**config.mk**
```make
export PLATFORM = sky130hd
export DESIGN_NAME = duty_to_ascii_line_formatter
export DESIGN_NICKNAME = d
export VERILOG_FILES = /design/src/hw/rtl/dalf_pkg.sv /design/src/hw/rtl/dalf_dp.sv /design/src/hw/rtl/dalf_ctrl.sv /design/src/hw/rtl/duty_to_ascii_line_formatter.sv
export SDC_FILE = /design/constraint.sdc
export NUM_CORES = 1
export LEC_CHECK = 0
export BUFFER_PORTS_ARGS = -buffer_cell sky130_fd_sc_hd__buf_2
export CAP_MARGIN = 20
export CORE_MARGIN = 3
export CORE_UTILIZATION = 35
export DETAILED_ROUTE_END_ITERATION = 10
export PLACE_DENSITY = 0.55
export SLEW_MARGIN = 25
export SYNTH_ARGS = -nofsm -noshare
export SYNTH_HDL_FRONTEND = slang
export SYNTH_SLANG_ARGS = --single-unit
```
**constraint.sdc**
```tcl
create_clock -name clk -period 8.55 [get_ports clk]
set_input_delay 0.4275 -clock clk [delete_from_list [all_inputs] [get_ports clk]]
set_output_delay 0.4275 -clock clk [all_outputs]
set_load 0.05 [all_outputs]
```
**src/hw/rtl/dalf_pkg.sv**
```systemverilog
// Shared types and constants for the duty-cycle ASCII line formatter.
`timescale 1ns / 1ps
`default_nettype none

package dalf_pkg;

    // Field widths.
    localparam int DUTY_W = 18;
    localparam int BYTE_W = 8;
    localparam int SCALE_W = 17;
    localparam int PROD_W = DUTY_W + SCALE_W;
    localparam int MAG_W = 17;
    localparam int NUM_DIGITS = 6;
    localparam int BCD_W = 4 * NUM_DIGITS;
    localparam int DIG_IDX_W = 3;
    localparam int NDIG_W = 3;

    // Scaling and saturation.
    localparam logic [SCALE_W-1:0] SCALE = 17'd100000;
    localparam logic [MAG_W-1:0] LIMIT = 17'd100000;

    // ASCII characters of the line.
    localparam logic [BYTE_W-1:0] ASCII_ZERO = 8'h30;
    localparam logic [BYTE_W-1:0] ASCII_MINUS = 8'h2D;
    localparam logic [BYTE_W-1:0] ASCII_CR = 8'h0D;
    localparam logic [BYTE_W-1:0] ASCII_LF = 8'h0A;

    // Byte selection codes for the output register.
    localparam logic [1:0] SEL_SIGN = 2'd0;
    localparam logic [1:0] SEL_DIGIT = 2'd1;
    localparam logic [1:0] SEL_CR = 2'd2;
    localparam logic [1:0] SEL_LF = 2'd3;

    // Commands from the controller to the datapath.
    typedef struct packed {
        logic                 load_in;
        logic                 mul_en;
        logic                 scale_en;
        logic                 conv_step;
        logic                 emit_load;
        logic [1:0]           emit_sel;
        logic [DIG_IDX_W-1:0] digit_idx;
    } cmd_t;

    // Status from the datapath to the controller.
    typedef struct packed {
        logic              neg;
        logic [NDIG_W-1:0] ndig;
        logic              out_free;
    } status_t;

endpackage

`default_nettype wire

```
**src/hw/rtl/dalf_dp.sv**
```systemverilog
// Datapath: magnitude, scaling multiply, saturation, binary to BCD and output register.
`timescale 1ns / 1ps
`default_nettype none

module dalf_dp #(
    parameter int FRAC_BITS = 16
) (
    input  wire                                 clk,
    input  wire                                 rst_n,
    input  wire logic signed [dalf_pkg::DUTY_W-1:0] duty,
    input  wire dalf_pkg::cmd_t                 cmd,
    output dalf_pkg::status_t                   st,
    input  wire                                 out_stall,
    output logic                                out_valid,
    output logic [dalf_pkg::BYTE_W-1:0]         text_byte,
    output logic                                last_byte
);

    logic [dalf_pkg::DUTY_W-1:0] mag_in_reg;
    logic [dalf_pkg::DUTY_W-1:0] mag_in_next;
    logic                        neg_reg;
    logic [dalf_pkg::PROD_W-1:0] prod_reg;
    logic [dalf_pkg::PROD_W-1:0] shifted;
    logic [dalf_pkg::MAG_W-1:0]  sat_mag;
    logic [dalf_pkg::MAG_W-1:0]  bin_reg;
    logic [dalf_pkg::BCD_W-1:0]  bcd_reg;
    logic [dalf_pkg::BCD_W-1:0]  bcd_adj;
    logic [3:0]                  digit;
    logic [dalf_pkg::BYTE_W-1:0] byte_next;
    logic [dalf_pkg::BYTE_W-1:0] text_reg;
    logic                        last_reg;
    logic                        out_valid_reg;
    logic                        out_valid_next;
    logic [dalf_pkg::NDIG_W-1:0] ndig;

    // Magnitude of the two's complement input.
    always_comb
    begin
        if (duty[dalf_pkg::DUTY_W-1])
        begin
            mag_in_next = dalf_pkg::DUTY_W'(0) - $unsigned(duty);
        end
        else
        begin
            mag_in_next = $unsigned(duty);
        end
    end

    // Truncate the product toward zero and saturate the magnitude.
    always_comb
    begin
        shifted = prod_reg >> FRAC_BITS;
        if (shifted > dalf_pkg::PROD_W'(dalf_pkg::LIMIT))
        begin
            sat_mag = dalf_pkg::LIMIT;
        end
        else
        begin
            sat_mag = shifted[dalf_pkg::MAG_W-1:0];
        end
    end

    // Add-three correction of every BCD digit before each shift.
    always_comb
    begin
        for (int i = 0; i < dalf_pkg::NUM_DIGITS; i++)
        begin
            if (bcd_reg[i*4 +: 4] >= 4'd5)
            begin
                bcd_adj[i*4 +: 4] = bcd_reg[i*4 +: 4] + 4'd3;
            end
            else
            begin
                bcd_adj[i*4 +: 4] = bcd_reg[i*4 +: 4];
            end
        end
    end

    // Input capture, multiply, scale and conversion registers.
    always_ff @(posedge clk)
    begin
        if (cmd.load_in)
        begin
            mag_in_reg <= mag_in_next;
            neg_reg    <= duty[dalf_pkg::DUTY_W-1];
        end
        if (cmd.mul_en)
        begin
            prod_reg <= dalf_pkg::PROD_W'(mag_in_reg) * dalf_pkg::PROD_W'(dalf_pkg::SCALE);
        end
        if (cmd.scale_en)
        begin
            bin_reg <= sat_mag;
            bcd_reg <= '0;
            neg_reg <= neg_reg && (sat_mag != '0);
        end
        else if (cmd.conv_step)
        begin
            bin_reg <= {bin_reg[dalf_pkg::MAG_W-2:0], 1'b0};
            bcd_reg <= {bcd_adj[dalf_pkg::BCD_W-2:0], bin_reg[dalf_pkg::MAG_W-1]};
        end
    end

    // Number of significant digits, at least one.
    always_comb
    begin
        if (bcd_reg[23:20] != 4'd0)
        begin
            ndig = 3'd6;
        end
        else if (bcd_reg[19:16] != 4'd0)
        begin
            ndig = 3'd5;
        end
        else if (bcd_reg[15:12] != 4'd0)
        begin
            ndig = 3'd4;
        end
        else if (bcd_reg[11:8] != 4'd0)
        begin
            ndig = 3'd3;
        end
        else if (bcd_reg[7:4] != 4'd0)
        begin
            ndig = 3'd2;
        end
        else
        begin
            ndig = 3'd1;
        end
    end

    // Digit picked by the controller.
    always_comb
    begin
        case (cmd.digit_idx)
            3'd0:    digit = bcd_reg[3:0];
            3'd1:    digit = bcd_reg[7:4];
            3'd2:    digit = bcd_reg[11:8];
            3'd3:    digit = bcd_reg[15:12];
            3'd4:    digit = bcd_reg[19:16];
            3'd5:    digit = bcd_reg[23:20];
            default: digit = 4'd0;
        endcase
    end

    // Character for the output register.
    always_comb
    begin
        unique case (cmd.emit_sel)
            dalf_pkg::SEL_SIGN:  byte_next = dalf_pkg::ASCII_MINUS;
            dalf_pkg::SEL_DIGIT: byte_next = dalf_pkg::ASCII_ZERO + {4'd0, digit};
            dalf_pkg::SEL_CR:    byte_next = dalf_pkg::ASCII_CR;
            dalf_pkg::SEL_LF:    byte_next = dalf_pkg::ASCII_LF;
            default:             byte_next = dalf_pkg::ASCII_LF;
        endcase
    end

    // Output register payload.
    always_ff @(posedge clk)
    begin
        if (cmd.emit_load)
        begin
            text_reg <= byte_next;
            last_reg <= (cmd.emit_sel == dalf_pkg::SEL_LF);
        end
    end

    // Output valid flag.
    always_comb
    begin
        out_valid_next = out_valid_reg;
        if (cmd.emit_load)
        begin
            out_valid_next = 1'b1;
        end
        else if (!out_stall)
        begin
            out_valid_next = 1'b0;
        end
    end

    always_ff @(posedge clk or negedge rst_n)
    begin
        if (!rst_n)
        begin
            out_valid_reg <= 1'b0;
        end
        else
        begin
            out_valid_reg <= out_valid_next;
        end
    end

    assign out_valid   = out_valid_reg;
    assign text_byte   = text_reg;
    assign last_byte   = last_reg;
    assign st.neg      = neg_reg;
    assign st.ndig     = ndig;
    assign st.out_free = !out_valid_reg || !out_stall;

    // Every BCD digit stays a decimal digit through the conversion.
    a_bcd_digits: assert property (@(posedge clk) disable iff (!rst_n)
        cmd.conv_step |=> (bcd_reg[3:0] <= 4'd9) && (bcd_reg[7:4] <= 4'd9) &&
            (bcd_reg[11:8] <= 4'd9) && (bcd_reg[15:12] <= 4'd9) &&
            (bcd_reg[19:16] <= 4'd9) && (bcd_reg[23:20] <= 4'd1))
        else $error("BCD digit out of range during conversion");

endmodule

`default_nettype wire

```
**src/hw/rtl/dalf_ctrl.sv**
```systemverilog
// Controller: sequences capture, multiply, conversion and byte emission of one item.
`timescale 1ns / 1ps
`default_nettype none

module dalf_ctrl (
    input  wire                     clk,
    input  wire                     rst_n,
    input  wire                     in_valid,
    output logic                    in_stall,
    input  wire dalf_pkg::status_t  st,
    output dalf_pkg::cmd_t          cmd
);

    localparam logic [3:0] S_IDLE  = 4'd0;
    localparam logic [3:0] S_MUL   = 4'd1;
    localparam logic [3:0] S_SCALE = 4'd2;
    localparam logic [3:0] S_CONV  = 4'd3;
    localparam logic [3:0] S_PREP  = 4'd4;
    localparam logic [3:0] S_SIGN  = 4'd5;
    localparam logic [3:0] S_DIGIT = 4'd6;
    localparam logic [3:0] S_CR    = 4'd7;
    localparam logic [3:0] S_LF    = 4'd8;

    localparam int CNT_W = $clog2(dalf_pkg::MAG_W);
    localparam logic [CNT_W-1:0] CNT_LAST = CNT_W'(dalf_pkg::MAG_W - 1);

    logic [3:0]                     state_reg;
    logic [3:0]                     state_next;
    logic [CNT_W-1:0]               cnt_reg;
    logic [CNT_W-1:0]               cnt_next;
    logic [dalf_pkg::DIG_IDX_W-1:0] idx_reg;
    logic [dalf_pkg::DIG_IDX_W-1:0] idx_next;

    // Next-state and command decode.
    always_comb
    begin
        state_next    = state_reg;
        cnt_next      = cnt_reg;
        idx_next      = idx_reg;
        cmd           = '0;
        cmd.digit_idx = idx_reg;
        unique case (state_reg)
            S_IDLE:
            begin
                if (in_valid)
                begin
                    cmd.load_in = 1'b1;
                    state_next  = S_MUL;
                end
            end
            S_MUL:
            begin
                cmd.mul_en = 1'b1;
                state_next = S_SCALE;
            end
            S_SCALE:
            begin
                cmd.scale_en = 1'b1;
                cnt_next     = '0;
                state_next   = S_CONV;
            end
            S_CONV:
            begin
                cmd.conv_step = 1'b1;
                cnt_next      = cnt_reg + CNT_W'(1);
                if (cnt_reg == CNT_LAST)
                begin
                    state_next = S_PREP;
                end
            end
            S_PREP:
            begin
                idx_next   = st.ndig - dalf_pkg::NDIG_W'(1);
                state_next = st.neg ? S_SIGN : S_DIGIT;
            end
            S_SIGN:
            begin
                if (st.out_free)
                begin
                    cmd.emit_load = 1'b1;
                    cmd.emit_sel  = dalf_pkg::SEL_SIGN;
                    state_next    = S_DIGIT;
                end
            end
            S_DIGIT:
            begin
                if (st.out_free)
                begin
                    cmd.emit_load = 1'b1;
                    cmd.emit_sel  = dalf_pkg::SEL_DIGIT;
                    if (idx_reg == '0)
                    begin
                        state_next = S_CR;
                    end
                    else
                    begin
                        idx_next = idx_reg - dalf_pkg::DIG_IDX_W'(1);
                    end
                end
            end
            S_CR:
            begin
                if (st.out_free)
                begin
                    cmd.emit_load = 1'b1;
                    cmd.emit_sel  = dalf_pkg::SEL_CR;
                    state_next    = S_LF;
                end
            end
            S_LF:
            begin
                if (st.out_free)
                begin
                    cmd.emit_load = 1'b1;
                    cmd.emit_sel  = dalf_pkg::SEL_LF;
                    state_next    = S_IDLE;
                end
            end
            default:
            begin
                state_next = S_IDLE;
            end
        endcase
    end

    // State, bit counter and digit index registers.
    always_ff @(posedge clk or negedge rst_n)
    begin
        if (!rst_n)
        begin
            state_reg <= S_IDLE;
            cnt_reg   <= '0;
            idx_reg   <= '0;
        end
        else
        begin
            state_reg <= state_next;
            cnt_reg   <= cnt_next;
            idx_reg   <= idx_next;
        end
    end

    assign in_stall = (state_reg != S_IDLE);

    // A byte is never loaded over one that the receiver has not taken.
    a_no_overwrite: assert property (@(posedge clk) disable iff (!rst_n)
        cmd.emit_load |-> st.out_free)
        else $error("Output register overwritten while stalled");

    // The conversion runs for exactly one step per magnitude bit.
    a_conv_length: assert property (@(posedge clk) disable iff (!rst_n)
        (state_reg == S_SCALE) |=> ##(dalf_pkg::MAG_W) (state_reg == S_PREP))
        else $error("Binary to BCD conversion length wrong");

    // The digit index stays inside the digit register.
    a_idx_range: assert property (@(posedge clk) disable iff (!rst_n)
        (state_reg == S_DIGIT) |-> (idx_reg < dalf_pkg::DIG_IDX_W'(dalf_pkg::NUM_DIGITS)))
        else $error("Digit index out of range");

    // Once the LF is loaded, the controller is ready for the next item.
    a_lf_ends_line: assert property (@(posedge clk) disable iff (!rst_n)
        (cmd.emit_load && (cmd.emit_sel == dalf_pkg::SEL_LF)) |=> (state_reg == S_IDLE))
        else $error("Line end did not return to idle");

endmodule

`default_nettype wire

```
**src/hw/rtl/duty_to_ascii_line_formatter.sv**
```systemverilog
// Top level of the duty-cycle ASCII line formatter: controller and datapath.
//
//  Channel | Direction | Handshake           | Payload
//  --------+-----------+---------------------+---------------------------------
//  input   | in        | in_valid / in_stall | duty (18 bit signed, Q2.FRAC_BITS)
//  output  | out       | out_valid/out_stall | text_byte (8 bit), last_byte (1 bit)
//
// One item is captured, multiplied, scaled and saturated, converted to BCD one
// magnitude bit per cycle, given a step to pick the first digit, and then sent as
// 3 to 9 bytes, one per cycle while the output is not stalled. The BCD conversion
// loop takes the largest share of the time of each item.
// Reset is asynchronous, active low, and empties the output register.
// A stall on the output holds the byte in place and delays the rest of the line;
// the next item is taken as soon as the LF sits in the output register.
`timescale 1ns / 1ps
`default_nettype none

module duty_to_ascii_line_formatter #(
    parameter int FRAC_BITS = 16
) (
    input  wire                                 clk,
    input  wire                                 rst_n,
    input  wire                                 in_valid,
    output logic                                in_stall,
    input  wire logic signed [dalf_pkg::DUTY_W-1:0] duty,
    output logic                                out_valid,
    input  wire                                 out_stall,
    output logic [dalf_pkg::BYTE_W-1:0]         text_byte,
    output logic                                last_byte
);

    dalf_pkg::cmd_t    cmd;
    dalf_pkg::status_t st;

    // Sequencing of one item.
    dalf_ctrl u_ctrl (
        .clk      (clk),
        .rst_n    (rst_n),
        .in_valid (in_valid),
        .in_stall (in_stall),
        .st       (st),
        .cmd      (cmd)
    );

    // Arithmetic, conversion and output register.
    dalf_dp #(
        .FRAC_BITS (FRAC_BITS)
    ) u_dp (
        .clk       (clk),
        .rst_n     (rst_n),
        .duty      (duty),
        .cmd       (cmd),
        .st        (st),
        .out_stall (out_stall),
        .out_valid (out_valid),
        .text_byte (text_byte),
        .last_byte (last_byte)
    );

endmodule

`default_nettype wire

```
==> flow_metrics.env <==
export IMPL_cts_sinks=99
export IMPL_dr_wl_met3_um=372
export IMPL_tightest_slew_ns=0.953
export IMPL_cts_resized=0
export IMPL_post_route_period_util_pct=59.2
export IMPL_hp_start="duty[0]"
export IMPL_fp_dieW_um=162
export IMPL_rr_worst_depth=14
export IMPL_cts_hold_fix_buffers=1
export IMPL_placed_area_um2=9020
export IMPL_min_period_ns=5.06
export IMPL_wl_met1_mm=8.88
export IMPL_clk_latency_ns=0.35
export IMPL_boundaryPins=33
export IMPL_final_net_count=1096
export IMPL_syn_cell_area_um2=8520
export IMPL_die_area_um2=26200
export IMPL_grt_pass1_vias=6093
export IMPL_min_to="u_dp.mag_in_reg[0]$_DFFE_PP_"
export IMPL_start_util_pct=36.0
export IMPL_setup_violations=0
export IMPL_cp_required_ns=8.65
export IMPL_rows=56
export IMPL_cap_violations=0
export IMPL_end_kind="flop"
export IMPL_drive_gt1_share_pct=7.16
export IMPL_yosys_area_top_type_share_pct=21.9
export IMPL_rsz0062_at_grt="false"
export IMPL_crit_path_start_kind="flop"
export IMPL_syn_inst=864
export IMPL_syn_avg_cell_area_um2=9.86
export IMPL_routedWlPerCell_um=14.8
export IMPL_tritoncts="done"
export IMPL_drt_wl_total_mm=17.9
export IMPL_outcome="complete, no violations"
export IMPL_gp_congestion=0.849
export IMPL_cts_max_path_buffers=2
export IMPL_vias=6078
export IMPL_syn_to_final_growth_pct=9.56
export IMPL_fin_tns_setup_ns=0
export IMPL_core_area_um2=23700
export IMPL_crit_reg2reg_launch="u_dp.mag_in_reg[6]$_DFFE_PP_"
export IMPL_drtIter0Drc=303
export IMPL_ys_ff_latch=99
export IMPL_hold_class="in2reg"
export IMPL_antenna_left=0
export IMPL_die_y_um=162
export IMPL_clk_root_buffer_cell="clkbuf_16"
export IMPL_design_area_um2=9330
export IMPL_synth_ff_type="edfxtp_1"
export IMPL_cts_buffers=9
export IMPL_synth_area_leader_cell="edfxtp_1"
export IMPL_synth_edf_count=62
export IMPL_diodes=0
export IMPL_r2r_slack_ns=3.49
export IMPL_drt_first_pass_iters=4
export IMPL_dr_max_layer_used="met4"
export IMPL_skew_ns=0.0105
export IMPL_r2r_end="u_dp.prod_reg[33]$_DFFE_PP_"
export IMPL_wl_met2_mm=8.45
export IMPL_antenna_found_initial=0
export IMPL_crit_type="reg2reg"
export IMPL_cp_max_fo=6
export IMPL_synth_distinct_cells=61
export IMPL_hold_viol_final=0
export IMPL_holdPathStages=1
export IMPL_clk_pin_slew_ns=0.07
export IMPL_synth_area_top_cells="edfxtp_1 22%, ha_1 21%, fa_1 9.2%"
export IMPL_grt_use_total_pct=14.3
export IMPL_drcViolationCount=0
export IMPL_ys_seq_area_share_pct=31.3
export IMPL_hpwl_mm=14.3
export IMPL_port_buffers=30
export IMPL_max_freq_ghz=0.197
export IMPL_ys_warn_count=0
export IMPL_h_tree_depth=3
export IMPL_finalMaxSlewViolations=0
export IMPL_largest_reg_flops=24
export IMPL_viasPerCell=5.01
export IMPL_post_cts_repair_setup_buffers=0
export IMPL_maxSlewHeadroom_pct=36.5
export IMPL_cp_arrival_ns=5.16
export IMPL_async_reset_ff_share_pct=13.1
export IMPL_grt_max_degree=32
export IMPL_grt_pass1_wl_mm=30.4
export IMPL_grt_overflow_total=0
-- logic make-up after synthesis --
group	Yosys count	share of synthesized area [%]
other	1	0.0440
XOR/XNOR	58	5.96
multiplexers	5	0.602
flip-flops	99	31.3
AND/OR/NAND/NOR	181	10.5
AO/OA/AOI/OAI	196	14.8
buffers and inverters	139	6.21
adder cells (fa/ha/maj)	185	30.6
-- final cells by class --
class / instances / area, um2
Tap cell: 319 / 399
Inverter: 116 / 435
Fill cell: 2372 / 14300
Sequential cell: 99 / 2670
Clock inverter: 5 / 42.5
Clock buffer: 11 / 254
Timing Repair Buffer: 36 / 198
Multi-Input combinational cell: 627 / 5340
-- worst max path at each step --
stage / startpoint / end / depth (start not counted)
2_1_floorplan: u_dp.mag_in_reg[6]$_DFFE_PP_ / u_dp.prod_reg[33]$_DFFE_PP_ / 14
5_1_grt: u_dp.mag_in_reg[6]$_DFFE_PP_ / u_dp.prod_reg[28]$_DFFE_PP_ / 14
6_report: u_dp.mag_in_reg[6]$_DFFE_PP_ / u_dp.prod_reg[33]$_DFFE_PP_ / 14
3_3_place_gp: u_dp.mag_in_reg[6]$_DFFE_PP_ / u_dp.prod_reg[33]$_DFFE_PP_ / 14
4_1_cts: u_dp.mag_in_reg[6]$_DFFE_PP_ / u_dp.prod_reg[33]$_DFFE_PP_ / 14
3_5_place_dp: u_dp.mag_in_reg[6]$_DFFE_PP_ / u_dp.prod_reg[33]$_DFFE_PP_ / 14
-- through the flow --
stage,utilization (%),hold WS [ns],instances,worst slack [ns]
floorplan,-,0.132,865,3.97
global placement,38.1,0.337,1196,3.65
detailed placement,38.1,0.339,1196,3.59
CTS,39.4,0.328,1213,3.57
global route,39.4,0.341,1213,3.28
finish,39.4,0.342,1213,3.49
-- metal layers --
| layer | up-vias | track usage, % |
|---|---|---|
| met5 | - | 0 |
| met2 | 69 | 23.8 |
| met3 | 18 | 2.32 |
| met4 | 0 | 3.61 |
| li1 | 3102 | - |
| met1 | 2889 | 19.5 |
-- worst max-delay path: stages (launching register included) --
cell and delay, ns:
edfxtp_1 0.51, ha_1 0.35, ha_1 0.22, xor2_1 0.17
ha_1 0.29, inv_1 0.07, fa_1 0.43, fa_1 0.54
inv_1 0.04, ha_1 0.34, and3_1 0.23, a311o_1 0.45
a211oi_1 0.71, o221ai_1 0.27, xor2_1 0.19
-- synth_stat cells (all sizes together) (9+ instances only) --
cell type,number
nand2b,13
ha,146
o22ai,10
edfxtp,62
o21ai,55
inv,116
fa,39
dfrtp,13
a22o,9
xnor2,37
clkbuf,20
xor2,21
nand2,57
dfxtp,24
a21oi,54
nor2,39
nand3,17
-- placed cells by master, fill, tap and decap left out, drive strengths merged, types with 5 or more instances in the layout --
cell type / instances
ha: 146
inv: 119
edfxtp: 62
nand2: 57
o21ai: 55
a21oi: 54
nor2: 39
fa: 39
xnor2: 37
buf: 35
dfxtp: 24
xor2: 21
nand3: 17
nand2b: 13
dfrtp: 13
clkbuf: 11
o22ai: 10
a22o: 9
nand4: 8
o31ai: 8
a21o: 7
nor3: 7
and3: 6
a22oi: 6
or3: 6
o211ai: 5
o21a: 5
or4: 5
nor4: 5
Power is not shown: default switching activity piles up to over one toggle a cycle in this logic, so the estimate is an artifact.
